### src/design/fire_reload_command_sequencer_core_assert.svh
// ---------------------------------------------------------------------------
// Assertion macros for the fire/reload command sequencer
// ---------------------------------------------------------------------------
`ifndef FIRE_RELOAD_COMMAND_SEQUENCER_CORE_ASSERT_SVH
`define FIRE_RELOAD_COMMAND_SEQUENCER_CORE_ASSERT_SVH

// Same-cycle implication, disabled during reset
`define FRCS_ASSERT_IMPL(lbl, ante, cons, msg) \
  lbl: assert property (@(posedge clk_i) disable iff (!rst_ni) (ante) |-> (cons)) \
    else $error(msg);

// Next-cycle implication, disabled during reset
`define FRCS_ASSERT_NEXT(lbl, ante, cons, msg) \
  lbl: assert property (@(posedge clk_i) disable iff (!rst_ni) (ante) |=> (cons)) \
    else $error(msg);

`endif

### src/design/frcs_pkg.sv
// ---------------------------------------------------------------------------
// frcs_pkg
// Types and codes shared by the fire/reload command sequencer modules.
// ---------------------------------------------------------------------------
`default_nettype none

package frcs_pkg;

  // Configuration register indexes
  localparam logic [1:0] CFG_ACTION_TICKS = 2'd0;
  localparam logic [1:0] CFG_MAX_FIRES    = 2'd1;
  localparam logic [1:0] CFG_RELOAD_BASE  = 2'd2;
  localparam logic [1:0] CFG_ACCEPT_ID    = 2'd3;

  localparam int unsigned CFG_IDX_W  = 2;
  localparam int unsigned CFG_DATA_W = 16;

  // Configuration reset values
  localparam logic [15:0] ACTION_TICKS_RST = 16'd500;
  localparam logic [2:0]  MAX_FIRES_RST    = 3'd3;
  localparam logic [2:0]  RELOAD_BASE_RST  = 3'd4;
  localparam logic [10:0] ACCEPT_ID_RST    = 11'd0;

  // Command codes (first data byte)
  localparam logic [7:0] OPC_STOP   = 8'd0;
  localparam logic [7:0] OPC_FIRE   = 8'd1;
  localparam logic [7:0] OPC_RELOAD = 8'd2;
  localparam logic [7:0] OPC_QUERY  = 8'd3;

  // Request types
  localparam logic REQ_FRAME = 1'b0;
  localparam logic REQ_TICK  = 1'b1;

  // Minimum data length of a command frame
  localparam logic [3:0] MIN_FRAME_LEN = 4'd2;

  // Reported machine state
  localparam logic [1:0] ST_IDLE     = 2'd0;
  localparam logic [1:0] ST_RUNNING  = 2'd1;
  localparam logic [1:0] ST_FINISHED = 2'd2;
  localparam logic [1:0] ST_ERROR    = 2'd3;

  // Reported error
  localparam logic [1:0] FAULT_NONE    = 2'd0;
  localparam logic [1:0] FAULT_BUSY    = 2'd1;
  localparam logic [1:0] FAULT_SEQ     = 2'd2;
  localparam logic [1:0] FAULT_BAD_OPC = 2'd3;

  // Width of the reported reload servo mask
  localparam int unsigned MASK_W = 6;

  // Action in progress
  typedef enum logic [1:0] {
    ACT_NONE   = 2'd0,
    ACT_FIRE   = 2'd1,
    ACT_RELOAD = 2'd2
  } action_e;

  // Classified item kind
  typedef enum logic [2:0] {
    KIND_TICK,
    KIND_STOP,
    KIND_FIRE,
    KIND_RELOAD,
    KIND_QUERY,
    KIND_UNKNOWN
  } kind_e;

  typedef struct packed {
    logic [0:0]  req_type;
    logic [10:0] frame_id;
    logic [0:0]  is_standard;
    logic [0:0]  is_data;
    logic [3:0]  frame_len;
    logic [7:0]  command_code;
    logic [7:0]  sequence_number;
  } in_item_t;

  typedef struct packed {
    logic [7:0] status_sequence;
    logic [1:0] status_state;
    logic [7:0] status_command;
    logic [1:0] status_error;
    logic [0:0] fire_servo_active;
    logic [5:0] reload_servo_mask;
  } out_item_t;

  // Queue entry between front and back
  typedef struct packed {
    kind_e      kind;
    logic [7:0] cmd;
    logic [7:0] seq;
  } q_entry_t;

  typedef struct packed {
    logic [15:0] action_ticks;
    logic [2:0]  max_fires;
    logic [2:0]  reload_base;
    logic [10:0] accept_id;
  } cfg_t;

endpackage

`default_nettype wire

### src/design/frcs_front.sv
// ---------------------------------------------------------------------------
// frcs_front
// Filters and classifies incoming frames and ticks, and buffers them in a
// two-entry queue toward the execution stage.
// ---------------------------------------------------------------------------
`default_nettype none

module frcs_front
  import frcs_pkg::*;
(
  input  wire logic     clk_i,
  input  wire logic     rst_ni,
  input  wire cfg_t     cfg_i,
  input  wire logic     in_valid_i,
  output logic          in_ready_o,
  input  wire in_item_t in_data_i,
  output logic          q_valid_o,
  input  wire logic     q_ready_i,
  output q_entry_t      q_entry_o
);

  localparam int unsigned DEPTH = 2;

  q_entry_t   mem_q [DEPTH];
  logic       wr_ptr_q, wr_ptr_d;
  logic       rd_ptr_q, rd_ptr_d;
  logic [1:0] count_q, count_d;

  logic     keep;
  q_entry_t entry;
  logic     push, pop;

  // Classification: drop frames that do not address this node or fail the format and length checks
  always_comb begin
    entry.cmd  = in_data_i.command_code;
    entry.seq  = in_data_i.sequence_number;
    entry.kind = KIND_TICK;
    keep       = 1'b1;
    if (in_data_i.req_type == REQ_TICK) begin
      entry.kind = KIND_TICK;
    end else begin
      keep = (in_data_i.frame_id == cfg_i.accept_id) && in_data_i.is_standard[0] &&
             in_data_i.is_data[0] && (in_data_i.frame_len >= MIN_FRAME_LEN);
      unique case (in_data_i.command_code)
        OPC_STOP:   entry.kind = KIND_STOP;
        OPC_FIRE:   entry.kind = KIND_FIRE;
        OPC_RELOAD: entry.kind = KIND_RELOAD;
        OPC_QUERY:  entry.kind = KIND_QUERY;
        default:    entry.kind = KIND_UNKNOWN;
      endcase
    end
  end

  // Queue control
  assign in_ready_o = (count_q != 2'(DEPTH));
  assign push       = in_valid_i && in_ready_o && keep;
  assign q_valid_o  = (count_q != 2'd0);
  assign pop        = q_valid_o && q_ready_i;
  assign q_entry_o  = mem_q[rd_ptr_q];

  always_comb begin
    wr_ptr_d = push ? ~wr_ptr_q : wr_ptr_q;
    rd_ptr_d = pop  ? ~rd_ptr_q : rd_ptr_q;
    count_d  = count_q + 2'(push) - 2'(pop);
  end

  always_ff @(posedge clk_i or negedge rst_ni) begin
    if (!rst_ni) begin
      wr_ptr_q <= 1'b0;
      rd_ptr_q <= 1'b0;
      count_q  <= 2'd0;
    end else begin
      wr_ptr_q <= wr_ptr_d;
      rd_ptr_q <= rd_ptr_d;
      count_q  <= count_d;
    end
  end

  // Queue storage
  always_ff @(posedge clk_i) begin
    if (push) begin
      mem_q[wr_ptr_q] <= entry;
    end
  end

endmodule

`default_nettype wire

### src/design/frcs_back.sv
// ---------------------------------------------------------------------------
// frcs_back
// Executes classified commands and ticks against the sequencer state and
// holds the status result in an output register.
// ---------------------------------------------------------------------------
`default_nettype none

module frcs_back
  import frcs_pkg::*;
#(
  parameter int unsigned RELOAD_SRV_CNT = 6
) (
  input  wire logic     clk_i,
  input  wire logic     rst_ni,
  input  wire cfg_t     cfg_i,
  input  wire logic     q_valid_i,
  output logic          q_ready_o,
  input  wire q_entry_t q_entry_i,
  output logic          out_valid_o,
  input  wire logic     out_ready_i,
  output out_item_t     out_data_o
);

  localparam int unsigned CNT_W = $clog2(RELOAD_SRV_CNT + 1);
  localparam int unsigned SRV_W = RELOAD_SRV_CNT + 1;

  action_e            act_q, act_d;
  logic [7:0]         last_cmd_q, last_cmd_d;
  logic [7:0]         act_seq_q, act_seq_d;
  logic [1:0]         mstate_q, mstate_d;
  logic [2:0]         fires_q, fires_d;
  logic [CNT_W-1:0]   rcnt_q, rcnt_d;
  logic [15:0]        elapsed_q, elapsed_d;
  logic [SRV_W-1:0]   servo_q, servo_d;
  logic               out_valid_q, out_valid_d;
  out_item_t          out_data_q, out_data_d;

  logic               pop;
  logic               emit;
  logic [15:0]        elapsed_inc;
  logic [4:0]         n_sum;
  logic [CNT_W-1:0]   n_cap;
  logic [MASK_W-1:0]  mask;

  assign q_ready_o = !out_valid_q || out_ready_i;
  assign pop       = q_valid_i && q_ready_o;

  // Reload servo count: base plus fires minus one, capped
  assign n_sum = 5'(cfg_i.reload_base) + 5'(fires_q) - 5'd1;
  assign n_cap = (n_sum > 5'(RELOAD_SRV_CNT)) ? CNT_W'(RELOAD_SRV_CNT) : n_sum[CNT_W-1:0];

  assign elapsed_inc = (elapsed_q != 16'hFFFF) ? elapsed_q + 16'd1 : elapsed_q;

  // Reported mask: low reload servos of the next servo state
  for (genvar g = 0; g < MASK_W; g++) begin : g_mask
    if (g < RELOAD_SRV_CNT) begin : g_on
      assign mask[g] = servo_d[g+1];
    end else begin : g_off
      assign mask[g] = 1'b0;
    end
  end

  // Command execution
  always_comb begin
    act_d      = act_q;
    last_cmd_d = last_cmd_q;
    act_seq_d  = act_seq_q;
    mstate_d   = mstate_q;
    fires_d    = fires_q;
    rcnt_d     = rcnt_q;
    elapsed_d  = elapsed_q;
    servo_d    = servo_q;
    emit       = 1'b0;
    out_data_d.status_sequence = q_entry_i.seq;
    out_data_d.status_state    = ST_ERROR;
    out_data_d.status_command  = q_entry_i.cmd;
    out_data_d.status_error    = FAULT_NONE;
    if (pop) begin
      unique case (q_entry_i.kind) inside
        KIND_TICK: begin
          if (act_q != ACT_NONE) begin
            elapsed_d = elapsed_inc;
            if (elapsed_inc >= cfg_i.action_ticks) begin
              if (act_q == ACT_FIRE) begin
                servo_d[0] = 1'b0;
                if (4'(fires_q) + 4'd1 > 4'(cfg_i.max_fires)) begin
                  fires_d = cfg_i.max_fires;
                end else begin
                  fires_d = fires_q + 3'd1;
                end
              end else begin
                for (int i = 0; i < RELOAD_SRV_CNT; i++) begin
                  if (CNT_W'(i) < rcnt_q) begin
                    servo_d[i+1] = 1'b0;
                  end
                end
                if (fires_q >= cfg_i.max_fires) begin
                  fires_d = 3'd0;
                end
              end
              act_d    = ACT_NONE;
              mstate_d = ST_FINISHED;
              emit     = 1'b1;
              out_data_d.status_sequence = act_seq_q;
              out_data_d.status_state    = ST_FINISHED;
              out_data_d.status_command  = last_cmd_q;
            end
          end
        end
        KIND_STOP: begin
          servo_d    = '0;
          act_d      = ACT_NONE;
          last_cmd_d = OPC_STOP;
          act_seq_d  = q_entry_i.seq;
          mstate_d   = ST_IDLE;
          fires_d    = 3'd0;
          rcnt_d     = '0;
          elapsed_d  = 16'd0;
          emit       = 1'b1;
          out_data_d.status_state   = ST_FINISHED;
          out_data_d.status_command = OPC_STOP;
        end
        KIND_QUERY: begin
          emit = 1'b1;
          out_data_d.status_state   = mstate_q;
          out_data_d.status_command = last_cmd_q;
        end
        KIND_FIRE, KIND_RELOAD, KIND_UNKNOWN: begin
          emit = 1'b1;
          if (act_q != ACT_NONE) begin
            out_data_d.status_error = FAULT_BUSY;
          end else if (q_entry_i.kind == KIND_FIRE) begin
            act_d      = ACT_FIRE;
            last_cmd_d = OPC_FIRE;
            act_seq_d  = q_entry_i.seq;
            mstate_d   = ST_RUNNING;
            elapsed_d  = 16'd0;
            servo_d[0] = 1'b1;
            out_data_d.status_state   = ST_RUNNING;
            out_data_d.status_command = OPC_FIRE;
          end else if (q_entry_i.kind == KIND_RELOAD) begin
            out_data_d.status_command = OPC_RELOAD;
            if (fires_q == 3'd0) begin
              out_data_d.status_error = FAULT_SEQ;
            end else begin
              rcnt_d     = n_cap;
              act_d      = ACT_RELOAD;
              last_cmd_d = OPC_RELOAD;
              act_seq_d  = q_entry_i.seq;
              mstate_d   = ST_RUNNING;
              elapsed_d  = 16'd0;
              for (int i = 0; i < RELOAD_SRV_CNT; i++) begin
                if (CNT_W'(i) < n_cap) begin
                  servo_d[i+1] = 1'b1;
                end
              end
              out_data_d.status_state = ST_RUNNING;
            end
          end else begin
            out_data_d.status_error = FAULT_BAD_OPC;
          end
        end
        default: begin
          emit = 1'b0;
        end
      endcase
    end
    out_data_d.fire_servo_active = servo_d[0];
    out_data_d.reload_servo_mask = mask;
  end

  // Output register valid
  always_comb begin
    if (emit) begin
      out_valid_d = 1'b1;
    end else if (out_ready_i) begin
      out_valid_d = 1'b0;
    end else begin
      out_valid_d = out_valid_q;
    end
  end

  always_ff @(posedge clk_i or negedge rst_ni) begin
    if (!rst_ni) begin
      act_q       <= ACT_NONE;
      last_cmd_q  <= 8'd0;
      act_seq_q   <= 8'd0;
      mstate_q    <= ST_IDLE;
      fires_q     <= 3'd0;
      rcnt_q      <= '0;
      elapsed_q   <= 16'd0;
      servo_q     <= '0;
      out_valid_q <= 1'b0;
    end else begin
      act_q       <= act_d;
      last_cmd_q  <= last_cmd_d;
      act_seq_q   <= act_seq_d;
      mstate_q    <= mstate_d;
      fires_q     <= fires_d;
      rcnt_q      <= rcnt_d;
      elapsed_q   <= elapsed_d;
      servo_q     <= servo_d;
      out_valid_q <= out_valid_d;
    end
  end

  // Result payload
  always_ff @(posedge clk_i) begin
    if (emit) begin
      out_data_q <= out_data_d;
    end
  end

  assign out_valid_o = out_valid_q;
  assign out_data_o  = out_data_q;

endmodule

`default_nettype wire

### src/design/fire_reload_command_sequencer_core.sv
// ---------------------------------------------------------------------------
// fire_reload_command_sequencer_core
// Command sequencer for a fire servo and a bank of reload servos, driven by
// received command frames and a millisecond tick.
// ---------------------------------------------------------------------------
// Takes one transaction per clock cycle while the queue has room. A front
// stage filters frames on identifier, format and length, classifies the
// command and puts it in a two-entry queue; the execution stage takes one
// queued entry per cycle while its output register is free or being read, and
// writes its status into that register. Rejected frames and ticks that finish
// nothing produce no result. The queue keeps accepting while a result waits to
// be taken; input stalls only when the queue is full. No clearing pass after
// reset. Configuration writes take effect on the next cycle.
`default_nettype none

module fire_reload_command_sequencer_core
  import frcs_pkg::*;
#(
  parameter int unsigned RELOAD_SRV_CNT = 6
) (
  input  wire logic                  clk_i,
  input  wire logic                  rst_ni,
  input  wire logic                  cfg_we_i,
  input  wire logic [CFG_IDX_W-1:0]  cfg_idx_i,
  input  wire logic [CFG_DATA_W-1:0] cfg_wdata_i,
  input  wire logic                  in_valid_i,
  output logic                       in_ready_o,
  input  wire in_item_t              in_data_i,
  output logic                       out_valid_o,
  input  wire logic                  out_ready_i,
  output out_item_t                  out_data_o
);

  cfg_t     cfg_q, cfg_d;
  logic     q_valid, q_ready;
  q_entry_t q_entry;

  // Configuration registers
  always_comb begin
    cfg_d = cfg_q;
    if (cfg_we_i) begin
      unique case (cfg_idx_i)
        CFG_ACTION_TICKS: cfg_d.action_ticks = cfg_wdata_i;
        CFG_MAX_FIRES:    cfg_d.max_fires    = cfg_wdata_i[2:0];
        CFG_RELOAD_BASE:  cfg_d.reload_base  = cfg_wdata_i[2:0];
        CFG_ACCEPT_ID:    cfg_d.accept_id    = cfg_wdata_i[10:0];
        default:          cfg_d = cfg_q;
      endcase
    end
  end

  always_ff @(posedge clk_i or negedge rst_ni) begin
    if (!rst_ni) begin
      cfg_q.action_ticks <= ACTION_TICKS_RST;
      cfg_q.max_fires    <= MAX_FIRES_RST;
      cfg_q.reload_base  <= RELOAD_BASE_RST;
      cfg_q.accept_id    <= ACCEPT_ID_RST;
    end else begin
      cfg_q <= cfg_d;
    end
  end

  // Front: filter, classify, queue
  frcs_front u_front (
    .clk_i      (clk_i),
    .rst_ni     (rst_ni),
    .cfg_i      (cfg_q),
    .in_valid_i (in_valid_i),
    .in_ready_o (in_ready_o),
    .in_data_i  (in_data_i),
    .q_valid_o  (q_valid),
    .q_ready_i  (q_ready),
    .q_entry_o  (q_entry)
  );

  // Back: execute and report
  frcs_back #(
    .RELOAD_SRV_CNT (RELOAD_SRV_CNT)
  ) u_back (
    .clk_i       (clk_i),
    .rst_ni      (rst_ni),
    .cfg_i       (cfg_q),
    .q_valid_i   (q_valid),
    .q_ready_o   (q_ready),
    .q_entry_i   (q_entry),
    .out_valid_o (out_valid_o),
    .out_ready_i (out_ready_i),
    .out_data_o  (out_data_o)
  );

  // Assertions
  `include "fire_reload_command_sequencer_core_assert.svh"

  `FRCS_ASSERT_IMPL(a_pop_needs_room, q_valid && q_ready, !out_valid_o || out_ready_i, "execution with a blocked result")
  `FRCS_ASSERT_IMPL(a_full_has_data, !in_ready_o, q_valid, "input stalled with an empty queue")
  `FRCS_ASSERT_NEXT(a_result_from_pop, !out_valid_o, !out_valid_o || $past(q_valid && q_ready), "result without execution")

endmodule

`default_nettype wire
### config.mk
export PLATFORM = sky130hd
export DESIGN_NAME = fire_reload_command_sequencer_core
export DESIGN_NICKNAME = d
export VERILOG_FILES = /design/src/design/frcs_pkg.sv /design/src/design/frcs_front.sv /design/src/design/frcs_back.sv /design/src/design/fire_reload_command_sequencer_core.sv
export VERILOG_INCLUDE_DIRS = /design/src /design/src/design
export SDC_FILE = /design/constraint.sdc
export NUM_CORES = 1
export LEC_CHECK = 0
export ABC_CLOCK_PERIOD_IN_PS = 6600
export BUFFER_PORTS_ARGS = -buffer_cell sky130_fd_sc_hd__buf_2
export CAP_MARGIN = 20
export CORE_ASPECT_RATIO = 1.5
export CORE_UTILIZATION = 35
export CTS_BUF_LIST = sky130_fd_sc_hd__clkbuf_8
export DETAILED_ROUTE_END_ITERATION = 8
export PLACE_DENSITY = 0.55
export SLEW_MARGIN = 20
export SYNTH_ARGS = -nofsm -noshare
export SYNTH_HDL_FRONTEND = slang
export SYNTH_SLANG_ARGS = --single-unit
### constraint.sdc
create_clock -name clk_i -period 6.6 [get_ports clk_i]
set_input_delay 0.99 -clock clk_i [delete_from_list [all_inputs] [get_ports clk_i]]
set_output_delay 0.99 -clock clk_i [all_outputs]
set_load 0.05 [all_outputs]
==> impl_metrics.env, run 1 <==
export IMPL_cts_tree="done"
export IMPL_final_max_slew_viol_count=0
export IMPL_firstDrtPassIters=6
export IMPL_power_density_nw_per_um2=422
export IMPL_synthTopCellsByArea="edfxtp_1, dfrtp_1, mux2_2, ha_1, o21ai_0"
export IMPL_status="finished, final reports clean"
export IMPL_drv_cap=0
export IMPL_grt_pass1_wl_mm=26.6
export IMPL_postLayoutCoreUtil_pct=41.2
export IMPL_clkSinkCount=146
export IMPL_arrival_ns=4.75
export IMPL_avgSynthCellArea_um2=11.6
export IMPL_drive_gt1_share_pct=27.3
export IMPL_tightest_slew_ns=1.09
export IMPL_grt_pass1_vias=5383
export IMPL_synth_seq_cells=146
export IMPL_synth_top_area_cell="edfxtp_1"
export IMPL_fmax_mhz=217
export IMPL_synth_cell_area_um2=7340
export IMPL_rows=64
export IMPL_antenna_found_initial=0
export IMPL_die_h_um=179
export IMPL_yosys_warnings=0
export IMPL_synth_edff_count=65
export IMPL_grt_use_total_pct=16.1
export IMPL_initial_utilization_pct=35.8
export IMPL_synthesis_nets=722
export IMPL_skew_ns=0.00993
export IMPL_ys_flop_type="dfrtp_1"
export IMPL_cts_root_buf="clkbuf_8"
export IMPL_rsz0062_at_grt="false"
export IMPL_cts_hold_buf=0
export IMPL_async_flop_share_pct=55.5
export IMPL_timing_hold_ws_ns=0.467
export IMPL_drc=0
export IMPL_layout_min_cycle_time_ns=4.61
export IMPL_syn_inst=632
export IMPL_ir_worst_vdd_mv=0.255
export IMPL_synth_top_area_share_pct=26.6
export IMPL_slew_headroom_pct=27.4
export IMPL_setup_tns_ns=0
export IMPL_dpl_worst_slack_ns=2.00
export IMPL_hold_viol_final=0
export IMPL_path_clk_slew_ns=0.09
export IMPL_coreArea_um2=20500
export IMPL_overflow=0
export IMPL_port_buffers=84
export IMPL_ant_nets=0
export IMPL_clk_latency_ns=0.45
export IMPL_dieArea_um2=21600
export IMPL_post_cts_setup_buffers=0
export IMPL_period_share_pct=69.8
export IMPL_dp_hpwl_mm=12.1
export IMPL_crit_fanout=16
export IMPL_cts_made_buffers=17
export IMPL_critPathLaunchType="flip-flop"
export IMPL_clk_path_buf_depth=2
export IMPL_synth_distinct_cells=65
export IMPL_area_growth_pct=15.1
export IMPL_grt_start_max_net_pins=50
export IMPL_vias=5207
export IMPL_criticalPathCategory="flip-flop to flip-flop"
export IMPL_ios=86
export IMPL_drt_iter0_markers=379
export IMPL_wl_mm=16.5
export IMPL_fin_area_um2=8450
export IMPL_diodes=0
export IMPL_fin_nets=812
export IMPL_postCtsResizedCells=0
export IMPL_gp_congestion=0.902
export IMPL_drt_vias_per_instance=5.21
export IMPL_routedWlPerCell_um=16.5
export IMPL_min_path_type="input pin to asynchronous set/reset pin"
export IMPL_htree_levels=4
export IMPL_setup_viol=0
export IMPL_crit_required_ns=6.74
export IMPL_synth_common_cells="dfrtp_1, edfxtp_1, nand2_1"
export IMPL_synth_most_common_cell="dfrtp_1"
export IMPL_endpoint_kind="flip-flop"
export IMPL_p_leak_nw=3.61
export IMPL_ys_seq_area_share_pct=54.4
export IMPL_finalWorstSetupSlack_ns=1.99
export IMPL_placed_cell_area_um2=8060
export IMPL_die_w_um=120
==> worst max-delay path: stages, from the launching register on <==
cell     delay [ns]
dfrtp_1        0.51
ha_1           0.31
nand4_1        0.21
or4_1          0.67
nand2_2        0.27
nor2_1         0.08
xor2_1         0.15
ha_1           0.28
nand4_1        0.18
a311o_1        0.38
a31oi_1        0.19
buf_4          0.23
nor2b_4        0.49
buf_4          0.34
==> layout by cell type, fill, tap and decap left out, types with 13 or more instances in the layout <==
cell,n
nor3_1,13
dfrtp_1,72
edfxtp_1,65
a21oi_1,24
nand2_1,54
buf_2,83
nor2_1,30
mux2_2,49
mux2i_1,13
inv_1,32
ha_1,32
o21ai_0,50
clkbuf_8,18
nand3_1,17
xor2_1,18
a31oi_1,18
==> per-layer routing <==
layer	routed length [µm]	GRT usage [%]	vias up
met5	0	0	-
met1	6550	17.6	2553
met2	8890	30.5	148
li1	-	-	2487
met3	724	3.35	19
met4	308	5.71	0
==> stage by stage <==
stage                     std cells  power, mW
after CTS                       999       3.60
after floorplan                 632       2.50
final                           999       3.56
after global routing            999       3.78
after global placement          967       2.86
after detailed placement        967       2.90
==> cell families (layout without fill, tap and decap cells) <==
| group | Yosys count | count (layout) | share of synthesized area [%] |
|---|---|---|---|
| fa+ha+maj | 33 | 33 | 5.73 |
| mux | 64 | 64 | 9.70 |
| simple gates | 172 | 172 | 11.9 |
| buf+inv | 51 | 154 | 2.86 |
| compound gates | 136 | 136 | 11.8 |
| flops | 146 | 146 | 54.4 |
| xor+xnor | 30 | 30 | 3.58 |
==> power by group <==
part / switching, mW / internal, mW / leakage, nW
combinational: 0.999 / 0.502 / 1.79
clock: 0.368 / 0.320 / 0.195
sequential: 0.126 / 1.25 / 1.62
==> final timing paths <==
path                                    endpoint  slack (ns)  cells past startpoint                 from
setup / recovery           u_back.out_data_o[13]        1.99                     13  u_back.elapsed_q[0]
hold / removal                          cfg_q[6]        0.47                      1               rst_ni
setup reg to reg           u_back.out_data_o[13]        1.99                     13  u_back.elapsed_q[0]
hold reg to reg                u_back.servo_q[4]        0.48                      1    u_back.servo_q[4]
max in group asynchronous       u_back.rcnt_q[0]        5.08                      2               rst_ni
min in group clk_i             u_back.servo_q[4]        0.48                      1    u_back.servo_q[4]
==> sequential cells by signal, summed over array words and instances (netlist names) <==
register,cells
u_back.rcnt_q,3
u_front.rd_ptr_q,1
u_back.fires_q,3
u_back.mstate_q,2
u_back.act_q,2
u_front.count_q,2
u_back.last_cmd_q,2
u_back.out_data_o,27
u_back.out_valid_o,1
u_back.servo_q,7
u_back.act_seq_q,8
u_back.elapsed_q,16
cfg_q,33
u_front.mem_q,38
u_front.wr_ptr_q,1
==> layout make-up <==
| cell class | count | area, µm² |
|---|---|---|
| sequential | 146 | 3990 |
| inverter | 32 | 120 |
| clock inverter | 14 | 143 |
| timing repair buffer | 90 | 468 |
| clock buffer | 18 | 248 |
| fill | 2045 | 12100 |
| tap | 264 | 330 |
| multi-input combinational | 435 | 3150 |
(Power assumes the default switching activity.)
==> run 2, diff against run 1 <==
ABC_AREA = 1   (was default)
ABC_CLOCK_PERIOD_IN_PS = 4600   (was 6600)
clock period = 4.6 ns   (was 6.6 ns; I/O delays follow)
==> impl_metrics.env, run 2 <==
export IMPL_status="finished, final reports clean"
export IMPL_dp_cells=1197
export IMPL_clk_path_buf_depth=2
export IMPL_dpl_worst_slack_ns=0.662
export IMPL_fin_nets=1038
export IMPL_multi_input_area_um2=2950
export IMPL_area_growth_pct=15.1
export IMPL_register_area_um2=3990
export IMPL_arrival_ns=4.14
export IMPL_htree_levels=4
export IMPL_antenna_found_initial=0
export IMPL_synth_cell_area_um2=7470
export IMPL_cts_made_buffers=17
export IMPL_postCtsResizedCells=0
export IMPL_setup_viol=0
export IMPL_grt_pass1_wl_mm=28.6
export IMPL_min_path_type="input pin to asynchronous set/reset pin"
export IMPL_firstDrtPassIters=5
export IMPL_synth_seq_cells=146
export IMPL_cts_hold_buf=0
export IMPL_layout_min_cycle_time_ns=3.94
export IMPL_grt_use_total_pct=16.9
export IMPL_grt_pass1_vias=5854
export IMPL_setup_tns_ns=0
export IMPL_initial_utilization_pct=35.6
export IMPL_cts_tree="done"
export IMPL_placed_cell_area_um2=8200
export IMPL_crit_fanout=25
export IMPL_cp_slowest_stage_delay_ns=0.40
export IMPL_power_density_nw_per_um2=633
export IMPL_ios=86
export IMPL_gp_congestion=0.846
export IMPL_r2r_slack_ns=0.66
export IMPL_endpoint_kind="flip-flop"
export IMPL_port_buffers=84
export IMPL_ys_seq_area_share_pct=53.4
export IMPL_period_share_pct=85.6
export IMPL_syn_inst=853
export IMPL_fillCellCount=2178
export IMPL_drive_gt1_share_pct=17.5
export IMPL_synth_edff_count=65
export IMPL_routedWlPerCell_um=14.0
export IMPL_crit_required_ns=4.80
export IMPL_clkSinkCount=146
export IMPL_ir_worst_vdd_mv=0.302
export IMPL_async_flop_share_pct=55.5
export IMPL_cts_root_buf="clkbuf_8"
export IMPL_cp_common_cell="nand3_1"
export IMPL_fin_area_um2=8600
export IMPL_p_leak_nw=4.33
export IMPL_ant_nets=0
export IMPL_drv_cap=0
export IMPL_finalWorstSetupSlack_ns=0.662
export IMPL_clk_latency_ns=0.46
export IMPL_grt_start_max_net_pins=49
export IMPL_wl_mm=17.2
export IMPL_rsz0062_at_grt="false"
export IMPL_final_max_slew_viol_count=0
export IMPL_vias=5803
export IMPL_drt_vias_per_instance=4.72
export IMPL_drc=0
export IMPL_final_common_cell="nand2_1"
export IMPL_tightest_slew_ns=0.927
export IMPL_slowest_stage="dfrtp_1"
export IMPL_coreArea_um2=21000
export IMPL_most_common_layout_cells="nand2_1, inv_1, buf_2, dfrtp_1, edfxtp_1"
export IMPL_drt_iter0_markers=241
export IMPL_slew_headroom_pct=38.2
export IMPL_path_cells="ha_1 > nand2_1 > nor2_1 > nand3_1 > nor2_1 > nand3_1 > o21ai_0 > inv_1 > ha_1 > nand2_1 > inv_1 > nand3_1 > nor2_1 > nand3_1 > nand3_1 > nand2_1 > nand2_2 > nand2_1 > inv_1 > buf_12 > nand3_1"
export IMPL_rows=65
export IMPL_synth_distinct_cells=40
export IMPL_dieArea_um2=21900
export IMPL_overflow=0
export IMPL_criticalPathCategory="flip-flop to flip-flop"
export IMPL_diodes=0
export IMPL_dp_hpwl_mm=12.6
export IMPL_fmax_mhz=254
export IMPL_synthesis_nets=943
export IMPL_hold_viol_final=0
export IMPL_post_cts_setup_buffers=0
export IMPL_die_h_um=181
export IMPL_fin_cells=1229
export IMPL_postLayoutCoreUtil_pct=41.0
export IMPL_path_clk_slew_ns=0.10
export IMPL_ys_flop_type="dfrtp_1"
export IMPL_skew_ns=0.0108
export IMPL_critPathLaunchType="flip-flop"
export IMPL_power_mw=5.44
export IMPL_die_w_um=121
export IMPL_synthTopCellsByArea="edfxtp_1, dfrtp_1, nand2_1, inv_1, ha_1"
export IMPL_yosys_warnings=0
export IMPL_timing_hold_ws_ns=0.237
export IMPL_regMostFlops="u_front.mem_q"
export IMPL_avgSynthCellArea_um2=8.76
export IMPL_synth_common_cells="nand2_1, inv_1, dfrtp_1"
export IMPL_synth_top_area_share_pct=26.1
export IMPL_synth_top_area_cell="edfxtp_1"
export IMPL_largest_register_ffs=38
export IMPL_synth_most_common_cell="nand2_1"
-- run 2: path summary, 6_finish.rpt --
| kind | from | to | depth (start not counted) |
|---|---|---|---|
| hold reg to reg | u_back.servo_q[6] | u_back.servo_q[6] | 2 |
| max in group asynchronous | rst_ni | cfg_q[19] | 2 |
| min in group clk_i | in_data_i[0] | u_front.mem_q[0][0] | 1 |
| setup reg to reg | u_back.elapsed_q[1] | u_back.out_data_o[17] | 21 |
| setup / recovery | u_back.elapsed_q[1] | u_back.out_data_o[17] | 21 |
| hold / removal | rst_ni | cfg_q[8] | 1 |
-- run 2: final cells by class --
type	count	share of cell area (%)
flip-flops and latches	146	46.4
multi-input cells	571	34.3
inverters	124	5.44
repair buffers	88	5.41
well taps	268	3.90
clock buffers	17	2.72
clock inverters	15	1.82
-- run 2: power by group --
part           switching [mW]  internal, mW  total [mW]
registers               0.178          1.82        2.00
logic                    1.79         0.639        2.43
clock network           0.599         0.408        1.01
-- run 2: logic make-up after synthesis --
kind of cell | count (synthesis) | share of synthesized area [%]
xor+xnor | 15 | 1.76
fa+ha+maj | 33 | 5.63
compound gates | 107 | 7.97
flops | 146 | 53.4
buf+inv | 136 | 7.19
simple gates | 416 | 24.0
-- run 2: critical path: cells and delay by family, from the launching register on --
family                     cells  cell delay, ns
and+or+nand+nor               14            2.02
DFF                            1            0.40
adders and majority gates      2            0.46
buffers and inverters          4            0.58
AOI/OAI and AO/OA              1            0.23
-- run 2: routing by layer --
layer  global-route usage, %  part of all wire [%]
met1                    18.6                    41
met2                    31.5                    54
met3                    3.57                   3.4
met4                    5.63                   1.5
met5                       0                     0
==> run 3, diff against run 2 <==
REMOVE_ABC_BUFFERS = 1   (was default)
==> impl_metrics.env, run 3 (same netlist as run 2, synthesis figures left out) <==
export IMPL_drc=0
export IMPL_r2r_slack_ns=0.69
export IMPL_wl_met1_mm=6.79
export IMPL_regMostFlops="u_front.mem_q"
export IMPL_rows=65
export IMPL_overflow=0
export IMPL_post_cts_setup_buffers=0
export IMPL_dp_cells=1199
export IMPL_dieArea_um2=21900
export IMPL_drt_vias_per_instance=4.61
export IMPL_area_growth_pct=15.5
export IMPL_coreArea_um2=21000
export IMPL_dp_hpwl_mm=12.7
export IMPL_clk_path_buf_depth=2
export IMPL_crit_required_ns=4.79
export IMPL_pwr_share_seq_pct=36.5
export IMPL_arrival_ns=4.10
export IMPL_dpl_worst_slack_ns=0.614
export IMPL_fin_cells=1231
export IMPL_p_leak_nw=4.36
export IMPL_gp_congestion=0.833
export IMPL_rsz0062_at_grt="false"
export IMPL_most_common_layout_cells="nand2_1, inv_1, buf_2, dfrtp_1, edfxtp_1"
export IMPL_comb_power_share_pct=44.3
export IMPL_tightest_slew_ns=0.950
export IMPL_critPathLaunchType="flip-flop"
export IMPL_crit_fanout=16
export IMPL_htree_levels=4
export IMPL_drv_cap=0
export IMPL_ant_nets=0
export IMPL_cts_tree="done"
export IMPL_pwr_share_clk_pct=19.2
export IMPL_routedWlPerCell_um=13.7
export IMPL_hold_viol_final=0
export IMPL_final_max_slew_viol_count=0
export IMPL_clk_latency_ns=0.46
export IMPL_drt_iter0_markers=264
export IMPL_wl_met2_mm=9.37
export IMPL_ios=86
export IMPL_wl_mm=16.9
export IMPL_r2r_start="u_back.elapsed_q[0]"
export IMPL_die_h_um=181
export IMPL_p_int_mw=2.92
export IMPL_fin_area_um2=8630
export IMPL_top_layer_used="met4"
export IMPL_reg2regPathDepth=19
export IMPL_grt_pass1_wl_mm=28.1
export IMPL_cts_root_buf="clkbuf_8"
export IMPL_grt_pass1_vias=5822
export IMPL_power_density_nw_per_um2=633
export IMPL_criticalPathCategory="flip-flop to flip-flop"
export IMPL_port_buffers=84
export IMPL_critPathLaunch="u_back.elapsed_q[0]"
export IMPL_diodes=0
export IMPL_slew_headroom_pct=36.7
export IMPL_grt_use_total_pct=16.7
export IMPL_firstDrtPassIters=4
export IMPL_status="finished, final reports clean"
export IMPL_die_w_um=121
export IMPL_routed_wl_met3_um=501
export IMPL_timing_hold_ws_ns=0.222
export IMPL_endpoint_kind="flip-flop"
export IMPL_power_mw=5.46
export IMPL_layout_min_cycle_time_ns=3.91
export IMPL_postLayoutCoreUtil_pct=41.1
export IMPL_final_common_cell="nand2_1"
export IMPL_p_sw_mw=2.54
export IMPL_setup_tns_ns=0
export IMPL_setup_viol=0
export IMPL_period_share_pct=85.1
export IMPL_fin_nets=1040
export IMPL_min_path_type="input pin to asynchronous set/reset pin"
export IMPL_path_clk_slew_ns=0.10
export IMPL_grt_start_max_net_pins=46
export IMPL_postCtsResizedCells=0
export IMPL_cts_made_buffers=17
export IMPL_ir_worst_vdd_mv=0.373
export IMPL_largest_register_ffs=38
export IMPL_clkSinkCount=146
export IMPL_antenna_found_initial=0
export IMPL_initial_utilization_pct=35.6
export IMPL_cts_hold_buf=0
export IMPL_vias=5678
export IMPL_skew_ns=0.0129
export IMPL_p_sw_share_pct=46.5
export IMPL_placed_cell_area_um2=8200
export IMPL_fmax_mhz=256
export IMPL_finalWorstSetupSlack_ns=0.687
export IMPL_drive_gt1_share_pct=17.5
[run 3: final cells by class]
class / count / area (µm²)
fillers: 2166 / 12400
flip-flops and latches: 146 / 3990
multi-input cells: 571 / 2940
repair buffers: 90 / 468
inverters: 124 / 468
well taps: 268 / 335
clock buffers: 17 / 234
clock inverters: 15 / 188
[run 3: critical path, stage by stage, from the launching register on]
cell,delay [ns]
dfrtp_1,0.39
ha_1,0.18
nand2_1,0.08
nor2_1,0.17
nand2_1,0.12
nor2_2,0.26
clkinv_1,0.33
o21a_1,0.23
inv_1,0.06
ha_1,0.13
a21oi_1,0.06
o21ai_0,0.33
nor2_1,0.12
nand3_1,0.24
nand2_1,0.10
nand2_2,0.20
nand2_1,0.18
inv_1,0.11
buf_4,0.25
nand3_1,0.13
[run 3: path summary, 6_finish.rpt]
kind	end
hold reg to reg	u_back.servo_q[4]
max in group asynchronous	u_back.act_q[0]
min in group clk_i	u_front.mem_q[0][7]
hold / removal	cfg_q[7]
setup / recovery	u_back.out_data_o[17]
setup reg to reg	u_back.out_data_o[17]
[run 3: routing by layer]
layer,track usage [%],up-vias
met3,3.50,13
met1,17.7,2623
met4,5.04,0
met2,32.0,75
li1,-,2967
met5,0,-
[run 3: power by group through the flow]
stage,sequential (mW),clock [mW],combinational [mW]
global route,2.04,1.14,2.72
detailed placement,2.02,0,2.45
finish,1.99,1.05,2.42
CTS,2.00,1.09,2.46
global placement,2.02,0,2.43
floorplan,2.46,0,1.32
